**config.mk**
```make
export PLATFORM = sky130hd
export DESIGN_NAME = stack_with_dup_swap_roll_top
export DESIGN_NICKNAME = d
export VERILOG_FILES = /design/src/rtl/core/sdsr_pkg.sv /design/src/rtl/core/sdsr_ram.sv /design/src/rtl/core/stack_with_dup_swap_roll_top.sv
export SDC_FILE = /design/constraint.sdc
export NUM_CORES = 2
export LEC_CHECK = 0
export BUFFER_PORTS_ARGS = -buffer_cell sky130_fd_sc_hd__buf_2
export CORE_UTILIZATION = 34
export CTS_CLUSTER_DIAMETER = 30
export DETAILED_ROUTE_END_ITERATION = 6
export PLACE_DENSITY = 0.49
export SLEW_MARGIN = 10
export SYNTH_ARGS = -nofsm -noshare
export SYNTH_HDL_FRONTEND = slang
export SYNTH_HIERARCHICAL = 1
export SYNTH_SLANG_ARGS = --single-unit
```
**constraint.sdc**
```tcl
create_clock -name clk -period 5.15 [get_ports clk]
set_input_delay 0.2575 -clock clk [delete_from_list [all_inputs] [get_ports clk]]
set_output_delay 0.2575 -clock clk [all_outputs]
set_load 0.1 [all_outputs]
```
**src/rtl/core/sdsr_pkg.sv**
```systemverilog
package sdsr_pkg;

	// stack geometry
	localparam int STACK_DEPTH = 64;
	localparam int DATA_WIDTH  = 32;
	localparam int ADDR_W      = (STACK_DEPTH > 1) ? $clog2(STACK_DEPTH) : 1;
	localparam int CNT_W       = $clog2(STACK_DEPTH + 1);

	// request and result field widths
	localparam int FUNC_W   = 3;
	localparam int VALUE_W  = 32;
	localparam int ROLL_W   = 6;
	localparam int COUNT_W  = 7;
	localparam int CMP_W    = (CNT_W > ROLL_W) ? CNT_W : ROLL_W;

	localparam int IN_FIELDS_W  = FUNC_W + VALUE_W + ROLL_W;
	localparam int IN_TDATA_W   = ((IN_FIELDS_W + 7) / 8) * 8;
	localparam int OUT_FIELDS_W = 1 + VALUE_W + 1 + COUNT_W;
	localparam int OUT_TDATA_W  = ((OUT_FIELDS_W + 7) / 8) * 8;
	localparam int OUT_PAD_W    = OUT_TDATA_W - OUT_FIELDS_W;

	typedef enum logic [FUNC_W-1:0] {
		OP_PUSH = 3'd0,
		OP_POP  = 3'd1,
		OP_PEEK = 3'd2,
		OP_DUP  = 3'd3,
		OP_SWAP = 3'd4,
		OP_ROLL = 3'd5
	} op_t;

endpackage

```
**src/rtl/core/sdsr_ram.sv**
```systemverilog
module sdsr_ram #(
	parameter int WIDTH = 32,
	parameter int DEPTH = 64
) (
	input  logic                                  clk,
	input  logic                                  wr_en,
	input  logic [((DEPTH > 1) ? $clog2(DEPTH) : 1)-1:0] wr_addr,
	input  logic [WIDTH-1:0]                      wr_data,
	input  logic                                  rd_en,
	input  logic [((DEPTH > 1) ? $clog2(DEPTH) : 1)-1:0] rd_addr,
	output logic [WIDTH-1:0]                      rd_data
);

	logic [WIDTH-1:0] mem [DEPTH];

	always_ff @(posedge clk) begin
		if (wr_en) begin
			mem[wr_addr] <= wr_data;
		end
		if (rd_en) begin
			rd_data <= mem[rd_addr];
		end
	end

endmodule

```
**src/rtl/core/stack_with_dup_swap_roll_top.sv**
```systemverilog
// lifo stack with push, pop, peek, dup, swap and roll over one single-port-pair ram
// the ram has one registered read port: roll reads one entry a cycle and moves it up
// by one place while the next read goes out
// a result register follows the sequencer, so a new request is taken while a result waits
// arst_n clears the fill count, sequencer and result valid; stack words are not cleared
module stack_with_dup_swap_roll_top
	import sdsr_pkg::*;
(
	input  logic                   clk,
	input  logic                   arst_n,
	input  logic                   s_axis_tvalid,
	output logic                   s_axis_tready,
	// func [2:0], push_value [34:3], roll_depth [40:35], zero fill above
	input  logic [IN_TDATA_W-1:0]  s_axis_tdata,
	output logic                   m_axis_tvalid,
	input  logic                   m_axis_tready,
	// ok [0], read_value [32:1], is_empty [33], entry_count [40:34], zero fill above
	output logic [OUT_TDATA_W-1:0] m_axis_tdata
);

	typedef enum logic [2:0] {
		ST_IDLE,
		ST_DUP_WR,
		ST_ROLL_TOP,
		ST_ROLL_SHIFT,
		ST_ROLL_LAST,
		ST_RESP
	} state_t;

	state_t state_q;

	// request fields
	logic [FUNC_W-1:0]  func;
	logic [VALUE_W-1:0] push_value;
	logic [ROLL_W-1:0]  roll_depth;
	op_t                op_in;

	assign func       = s_axis_tdata[FUNC_W-1:0];
	assign push_value = s_axis_tdata[FUNC_W +: VALUE_W];
	assign roll_depth = s_axis_tdata[FUNC_W + VALUE_W +: ROLL_W];
	assign op_in      = op_t'(func);

	// stack state kept in registers beside the ram
	logic [CNT_W-1:0]      cnt_q;
	logic                  ok_q;       // request was performed
	logic                  rd_sel_q;   // result carries the ram read data
	logic [DATA_WIDTH-1:0] top_q;      // top word held while a roll moves entries up
	logic [ADDR_W-1:0]     last_q;     // address of the latest roll read
	logic [ROLL_W-1:0]     left_q;     // roll reads still to issue

	logic                  m_valid_q;
	logic [OUT_TDATA_W-1:0] m_data_q;

	// ram ports
	logic                  wr_en;
	logic [ADDR_W-1:0]     wr_addr;
	logic [DATA_WIDTH-1:0] wr_data;
	logic                  rd_en;
	logic [ADDR_W-1:0]     rd_addr;
	logic [DATA_WIDTH-1:0] rd_data;

	// occupancy checks
	logic              s_accept;
	logic              is_full;
	logic              is_empty_now;
	logic              has_two;
	logic              roll_fits;
	logic [ADDR_W-1:0] top_addr;
	logic [ADDR_W-1:0] push_addr;

	// outcome of the request on offer
	logic              acc_ok;
	logic              acc_rd_sel;
	state_t            acc_state;

	// result register takes the finished request
	logic              resp_load;

	assign s_axis_tready = (state_q == ST_IDLE);
	assign s_accept      = s_axis_tvalid && s_axis_tready;

	assign is_full      = (cnt_q == CNT_W'(STACK_DEPTH));
	assign is_empty_now = (cnt_q == '0);
	assign has_two      = (cnt_q >= CNT_W'(2));
	assign roll_fits    = (CMP_W'(roll_depth) < CMP_W'(cnt_q));
	assign top_addr     = ADDR_W'(cnt_q - CNT_W'(1));
	assign push_addr    = ADDR_W'(cnt_q);

	assign resp_load = (state_q == ST_RESP) && (!m_valid_q || m_axis_tready);

	sdsr_ram #(
		.WIDTH (DATA_WIDTH),
		.DEPTH (STACK_DEPTH)
	) u_store (
		.clk     (clk),
		.wr_en   (wr_en),
		.wr_addr (wr_addr),
		.wr_data (wr_data),
		.rd_en   (rd_en),
		.rd_addr (rd_addr),
		.rd_data (rd_data)
	);

	// bounds check and next step for the request on offer
	always_comb begin
		acc_ok     = 1'b0;
		acc_rd_sel = 1'b0;
		acc_state  = ST_RESP;
		case (op_in)
			OP_PUSH: begin
				acc_ok = !is_full;
			end
			OP_POP, OP_PEEK: begin
				acc_ok     = !is_empty_now;
				acc_rd_sel = !is_empty_now;
			end
			OP_DUP: begin
				if (!is_empty_now && !is_full) begin
					acc_ok    = 1'b1;
					acc_state = ST_DUP_WR;
				end
			end
			OP_SWAP: begin
				// swap is a roll by one place
				if (has_two) begin
					acc_ok    = 1'b1;
					acc_state = ST_ROLL_TOP;
				end
			end
			OP_ROLL: begin
				if (roll_fits) begin
					acc_ok = 1'b1;
					if (roll_depth != '0) begin
						acc_state = ST_ROLL_TOP;
					end
				end
			end
			default: begin
			end
		endcase
	end

	// ram access per sequencer step
	// a roll reads downward and writes each word one place up; the write is always above
	// the read, so the two ports never touch the same entry in one cycle
	always_comb begin
		wr_en   = 1'b0;
		wr_addr = '0;
		wr_data = '0;
		rd_en   = 1'b0;
		rd_addr = '0;
		case (state_q)
			ST_IDLE: begin
				if (s_accept) begin
					case (op_in)
						OP_PUSH: begin
							if (!is_full) begin
								wr_en   = 1'b1;
								wr_addr = push_addr;
								wr_data = DATA_WIDTH'(push_value);
							end
						end
						OP_POP, OP_PEEK: begin
							if (!is_empty_now) begin
								rd_en   = 1'b1;
								rd_addr = top_addr;
							end
						end
						OP_DUP: begin
							if (!is_empty_now && !is_full) begin
								rd_en   = 1'b1;
								rd_addr = top_addr;
							end
						end
						OP_SWAP: begin
							if (has_two) begin
								rd_en   = 1'b1;
								rd_addr = top_addr;
							end
						end
						OP_ROLL: begin
							if (roll_fits && (roll_depth != '0)) begin
								rd_en   = 1'b1;
								rd_addr = top_addr;
							end
						end
						default: begin
						end
					endcase
				end
			end
			ST_DUP_WR: begin
				wr_en   = 1'b1;
				wr_addr = push_addr;
				wr_data = rd_data;
			end
			ST_ROLL_TOP: begin
				rd_en   = 1'b1;
				rd_addr = last_q - ADDR_W'(1);
			end
			ST_ROLL_SHIFT: begin
				wr_en   = 1'b1;
				wr_addr = last_q + ADDR_W'(1);
				wr_data = rd_data;
				if (left_q != '0) begin
					rd_en   = 1'b1;
					rd_addr = last_q - ADDR_W'(1);
				end
			end
			ST_ROLL_LAST: begin
				wr_en   = 1'b1;
				wr_addr = last_q;
				wr_data = top_q;
			end
			default: begin
			end
		endcase
	end

	// sequencer, stack count and result register
	always_ff @(posedge clk or negedge arst_n) begin
		if (!arst_n) begin
			state_q   <= ST_IDLE;
			cnt_q     <= '0;
			ok_q      <= 1'b0;
			rd_sel_q  <= 1'b0;
			top_q     <= '0;
			last_q    <= '0;
			left_q    <= '0;
			m_valid_q <= 1'b0;
			m_data_q  <= '0;
		end else begin
			if (resp_load) begin
				m_valid_q <= 1'b1;
			end else if (m_axis_tready) begin
				m_valid_q <= 1'b0;
			end
			case (state_q)
				ST_IDLE: begin
					if (s_accept) begin
						ok_q     <= acc_ok;
						rd_sel_q <= acc_rd_sel;
						state_q  <= acc_state;
						case (op_in)
							OP_PUSH: begin
								if (!is_full) begin
									cnt_q <= cnt_q + CNT_W'(1);
								end
							end
							OP_POP: begin
								if (!is_empty_now) begin
									cnt_q <= cnt_q - CNT_W'(1);
								end
							end
							OP_SWAP: begin
								if (has_two) begin
									last_q <= top_addr;
									left_q <= ROLL_W'(1);
								end
							end
							OP_ROLL: begin
								if (roll_fits && (roll_depth != '0)) begin
									last_q <= top_addr;
									left_q <= roll_depth;
								end
							end
							default: begin
							end
						endcase
					end
				end
				ST_DUP_WR: begin
					cnt_q   <= cnt_q + CNT_W'(1);
					state_q <= ST_RESP;
				end
				ST_ROLL_TOP: begin
					top_q   <= rd_data;
					last_q  <= last_q - ADDR_W'(1);
					left_q  <= left_q - ROLL_W'(1);
					state_q <= ST_ROLL_SHIFT;
				end
				ST_ROLL_SHIFT: begin
					if (left_q != '0) begin
						last_q <= last_q - ADDR_W'(1);
						left_q <= left_q - ROLL_W'(1);
					end else begin
						state_q <= ST_ROLL_LAST;
					end
				end
				ST_ROLL_LAST: begin
					state_q <= ST_RESP;
				end
				ST_RESP: begin
					// ram read data holds here since no read is issued in this step
					if (resp_load) begin
						m_data_q  <= {
							{OUT_PAD_W{1'b0}},
							COUNT_W'(cnt_q),
							is_empty_now,
							(rd_sel_q ? VALUE_W'(rd_data) : {VALUE_W{1'b0}}),
							ok_q
						};
						state_q   <= ST_IDLE;
					end
				end
				default: begin
					state_q <= ST_IDLE;
				end
			endcase
		end
	end

	assign m_axis_tvalid = m_valid_q;
	assign m_axis_tdata  = m_data_q;

endmodule

```
==> tab_implementation.tex <==
\begin{tabular}{lr}
\hline
Metric & Value \\
\hline
\multicolumn{2}{l}{\textbf{Outcome}} \\
Status & completed \\
\multicolumn{2}{l}{\textbf{Placed design}} \\
Cell count after placement & 7,606 \\
Detailed Place HPWL & between 150 and 200 mm \\
IO buf count & 87 \\
RD Place Congestion & 0.836 \\
\multicolumn{2}{l}{\textbf{Setup path}} \\
Depth of the most critical reg-to-reg path & 18 \\
Data required, critical path & 5.93 ns \\
Kind of start point of the critical path & flop \\
Largest fanout of any net on the critical path & 20 \\
Launch instance of the worst register-to-register path & cnt\_q[4] \\
Max stage delay on crit path & 0.46 ns \\
Critical path arrival & roughly 5.6 ns \\
CP max-delay cell & sky130\_fd\_sc\_hd\_\_dfrtp\_1 \\
Cell breakdown of the critical path & inv\_1 > ha\_1 > nand4b\_1 > o32ai\_2 > nor2\_1 > a221oi\_2 > buf\_4 > o22ai\_4 > buf\_12 > buf\_12 > buf\_4 > nand2\_1 > buf\_12 > o22ai\_1 > nor2\_1 > buf\_4 > nand2\_1 > a21oi\_1 \\
Worst setup path class & reg2reg \\
Flop2flop setup slack & 0.33 ns \\
Worst R2R End & u\_store/rd\_data[27] \\
Worst setup path startpoint & cnt\_q[4] \\
Setup crit end kind & flop \\
\multicolumn{2}{l}{\textbf{Detailed routing}} \\
Number of design-rule violations left by the first detailed-router iteration & 4,713 \\
DR vias & 45,600 \\
Post-detailed-routing wire length & 255 mm \\
Number of design rule violations left after detail routing & 0 \\
Per-cell routed wire length & 30.0 um \\
Count of antenna-violating nets left after detailed routing & 0 \\
Post-DR vias/cell & 5.38 \\
Detailed Routing Iterations Pass 1 & 6 \\
\multicolumn{2}{l}{\textbf{CTS}} \\
TritonCTS Buffers & 466 \\
Cell chosen for the clock root & sky130\_fd\_sc\_hd\_\_clkbuf\_16 \\
CTS sink cnt & 2,178 \\
Register clock-pin slew on the reported worst setup and hold paths & 0.05 ns \\
Worst-case clock buffer depth & 4 \\
CTS tree & built \\
CTS HTree Levels & 5 \\
Later-pin clock latency in the skew report & 1.00 ns \\
\# Post-CTS Setup Buffers & 0 \\
\multicolumn{2}{l}{\textbf{Layout}} \\
Antenna fix cells & 0 \\
Utilization after layout & 43.4\% \\
Layout net count & 4,848 \\
Share of post-route cells with drive strength above 1 & around a third \\
Fill count & roughly 21,000 \\
Non-Filler Instances & about 8,500 \\
Area growth syn-to-layout & 26.3\% \\
\multicolumn{2}{l}{\textbf{Logic synthesis}} \\
Area share of the leading cell type in the synthesized netlist & 73.7\% \\
Post-synthesis sequential element count & between 2,000 and 2,500 \\
Number of distinct library cells after synthesis & 75 \\
Number of instances in the synthesized netlist & 4,180 \\
Yosys warning count & 6 \\
EDFF count, synth & 2,080 \\
Leading post-synthesis cells by cell area & sky130\_fd\_sc\_hd\_\_edfxtp\_1 74\%, sky130\_fd\_sc\_hd\_\_mux4\_2 12\%, sky130\_fd\_sc\_hd\_\_dfrtp\_1 2.9\% \\
Synthesized area per cell & approximately 20 um\^{}2 \\
FFs w/ async S/R, synth & between 4 and 5\% \\
Syn Std Cell Area & $\sim$85,000 um\^{}2 \\
Post-synthesis cell type with the largest combined area & sky130\_fd\_sc\_hd\_\_edfxtp\_1 \\
Prevailing post-synth register cell & sky130\_fd\_sc\_hd\_\_edfxtp\_1 \\
Sequential-to-total area share from yosys stat & 76.6\% \\
\multicolumn{2}{l}{\textbf{Timing}} \\
Crit path time final & just under 5 ns \\
Unrepaired setup endpoints after global routing & no \\
Setup violation total in the final timing report & 0 \\
Max-slew violation count & 0 \\
Clock skew after layout & 0.0954 ns \\
Upper clock frequency limit & 208 MHz \\
Worst Max-Slew Pin Slew & approximately 1.3 ns \\
Number of endpoints with negative hold slack in the final report & 0 \\
Post-route fraction of the period consumed by the critical path & between 90 and 100\% \\
Worst slew margin relative to its limit & 12.5\% \\
\multicolumn{2}{l}{\textbf{Worst hold path}} \\
Min-Delay Path Class & in2reg \\
Hold Path Depth & 3 \\
Worst Hold End & u\_store/mem[17][28] \\
Hold Path Origin & s\_axis\_tdata[31] \\
\multicolumn{2}{l}{\textbf{Run}} \\
Count of max-cap constraint violations & 0 \\
\multicolumn{2}{l}{\textbf{Die}} \\
Width of the die & 501 um \\
Effective utilization at floorplan & 34.3\% \\
Ports placed on the boundary & 102 \\
Number of core rows & about 180 \\
Die Span Y & about 500 um \\
Die Outline Area & between 200,000 and 300,000 um\^{}2 \\
Placeable core area & about 250,000 um\^{}2 \\
\multicolumn{2}{l}{\textbf{Power and ir drop}} \\
LEAKAGE & 34.9 nW \\
Power per cell area & 647 nW/um\^{}2 \\
Maximum vdd ir drop & 0.000324 V \\
Total power & 0.0692 W \\
\multicolumn{2}{l}{\textbf{Global route}} \\
Via count of the first global-routing pass & 46,700 \\
Number of antenna violations at the first check in global routing & 7 \\
Maximum number of pins on one net before global-route repair & 65 \\
GR Util All Layers & 20.2\% \\
Wire length of the first global-routing pass & roughly 360 mm \\
Residual overflow from global routing & 0 \\
\hline
\end{tabular}
==> routing by layer <==
metal / GRT usage, % / wire length [um] / part of all wire [%]
met5: 0 / 0 / 0
met1: 27.3 / 108000 / 42
met2: 33.0 / 124000 / 49
met4: 6.24 / 6670 / 2.6
met3: 3.51 / 15800 / 6.2
==> area by class of cell <==
cell class              count  area [um^2]  area share [%]
clock buffers             550        12100            11.3
clock inverters           300         3130            2.92
inverters                  48          184           0.172
multi-input cells        1698        18900            17.7
flip-flops and latches   2178        64900            60.6
well taps                3312         4140            3.87
repair buffers            392         3730            3.48
==> through the flow <==
step	TNS, ns	hold slack (ns)	setup WS (ns)	area, um^2
final	0	0.0979	0.333	107000
after global routing	0	0.0494	0.155	107000
after CTS	0	0.0318	0.301	107000
after detailed placement	0	0.359	0.319	91600
after global placement	0	0.358	0.330	91600
after floorplan	-40.00	-0.0381	-0.211	84800
==> repair_timing <==
action,in CTS,in global routing
gates resized for setup,0,1
hold endpoints to repair,78,0
setup endpoints to repair,0,1
hold buffers,22,0
==> flip-flops by register name, summed over array words and instances (netlist names) <==
signal and count:
state_q 3, left_q 6, ok_q 1, top_q 32
rd_sel_q 1, m_axis_tvalid 1, cnt_q 7, u_store/mem 2048
u_store/rd_data 32, last_q 6, m_axis_tdata 41
==> logic make-up (layout without fill, tap and decap cells) <==
group	count (synthesis)	after routing	synth area share (%)
multiplexers	629	629	14.1
buffers and inverters	310	1290	1.88
AND/OR/NAND/NOR	615	615	3.51
XOR/XNOR	20	20	0.207
AO/OA/AOI/OAI	415	415	3.56
other	1	7	0.00442
flip-flops	2178	2178	76.6
adder cells (fa/ha/maj)	12	12	0.177
==> where the power goes <==
| part | internal (W) | leakage [nW] | switching [W] |
|---|---|---|---|
| Combinational | 0.00442 | 7.15 | 0.0117 |
| Clock | 0.0195 | 7.38 | 0.00919 |
| Sequential | 0.0238 | 20.3 | 0.000636 |
| Total | 0.0477 | 34.9 | 0.0216 |
==> synth_stat cells (44+ instances only) <==
library cell and count:
sky130_fd_sc_hd__inv_1 45, sky130_fd_sc_hd__nand2_1 199, sky130_fd_sc_hd__edfxtp_1 2080, sky130_fd_sc_hd__clkbuf_1 126
sky130_fd_sc_hd__mux4_2 446, sky130_fd_sc_hd__dfrtp_1 98, sky130_fd_sc_hd__mux2_2 53, sky130_fd_sc_hd__o221ai_1 44
sky130_fd_sc_hd__mux2i_1 129, sky130_fd_sc_hd__buf_2 53, sky130_fd_sc_hd__o21ai_0 55, sky130_fd_sc_hd__nor2_1 112
sky130_fd_sc_hd__o22ai_1 75, sky130_fd_sc_hd__nand4_1 45, sky130_fd_sc_hd__nand3_1 118, sky130_fd_sc_hd__a22oi_1 77
==> how the worst max path moves through the flow <==
stage	depth (start not counted)	slack, ns	to
6_report	18	0.33	u_store/rd_data[27]
5_1_grt	18	0.16	u_store/rd_data[27]
4_1_cts	18	0.30	u_store/rd_data[27]
3_5_place_dp	15	0.32	u_store/rd_data[6]
3_3_place_gp	14	0.33	u_store/rd_data[29]
2_1_floorplan	10	-0.21	u_store/mem[44][0]
==> worst max-delay path, delay by kind of cell (launching register included) <==
| kind | cells | cell delay, ns |
|---|---|---|
| adders and majority gates | 1 | 0.31 |
| DFF | 1 | 0.46 |
| and+or+nand+nor | 5 | 1.16 |
| buffers and inverters | 7 | 1.41 |
| AOI/OAI and AO/OA | 5 | 1.25 |
==> cells in the final DEF (no fill, tap or decap), drive strengths merged, types with 15 or more instances in the layout <==
cell type / instances
a222oi: 32
a21oi: 28
nand2b: 15
a211oi: 21
dfrtp: 98
nor2: 112
edfxtp: 2080
nor3: 18
nand4: 45
mux2i: 129
a22oi: 77
nand2: 200
o21ai: 56
and3: 17
clkinv: 201
dlygate4sd3: 21
o22ai: 75
nand3: 118
inv: 54
bufinv: 60
xnor2: 15
mux4: 446
a31oi: 20
o221ai: 44
clkbuf: 550
clkinvlp: 33
buf: 371
nor2b: 32
mux2: 54
No activity file was read; power rests on OpenSTA's default activity.
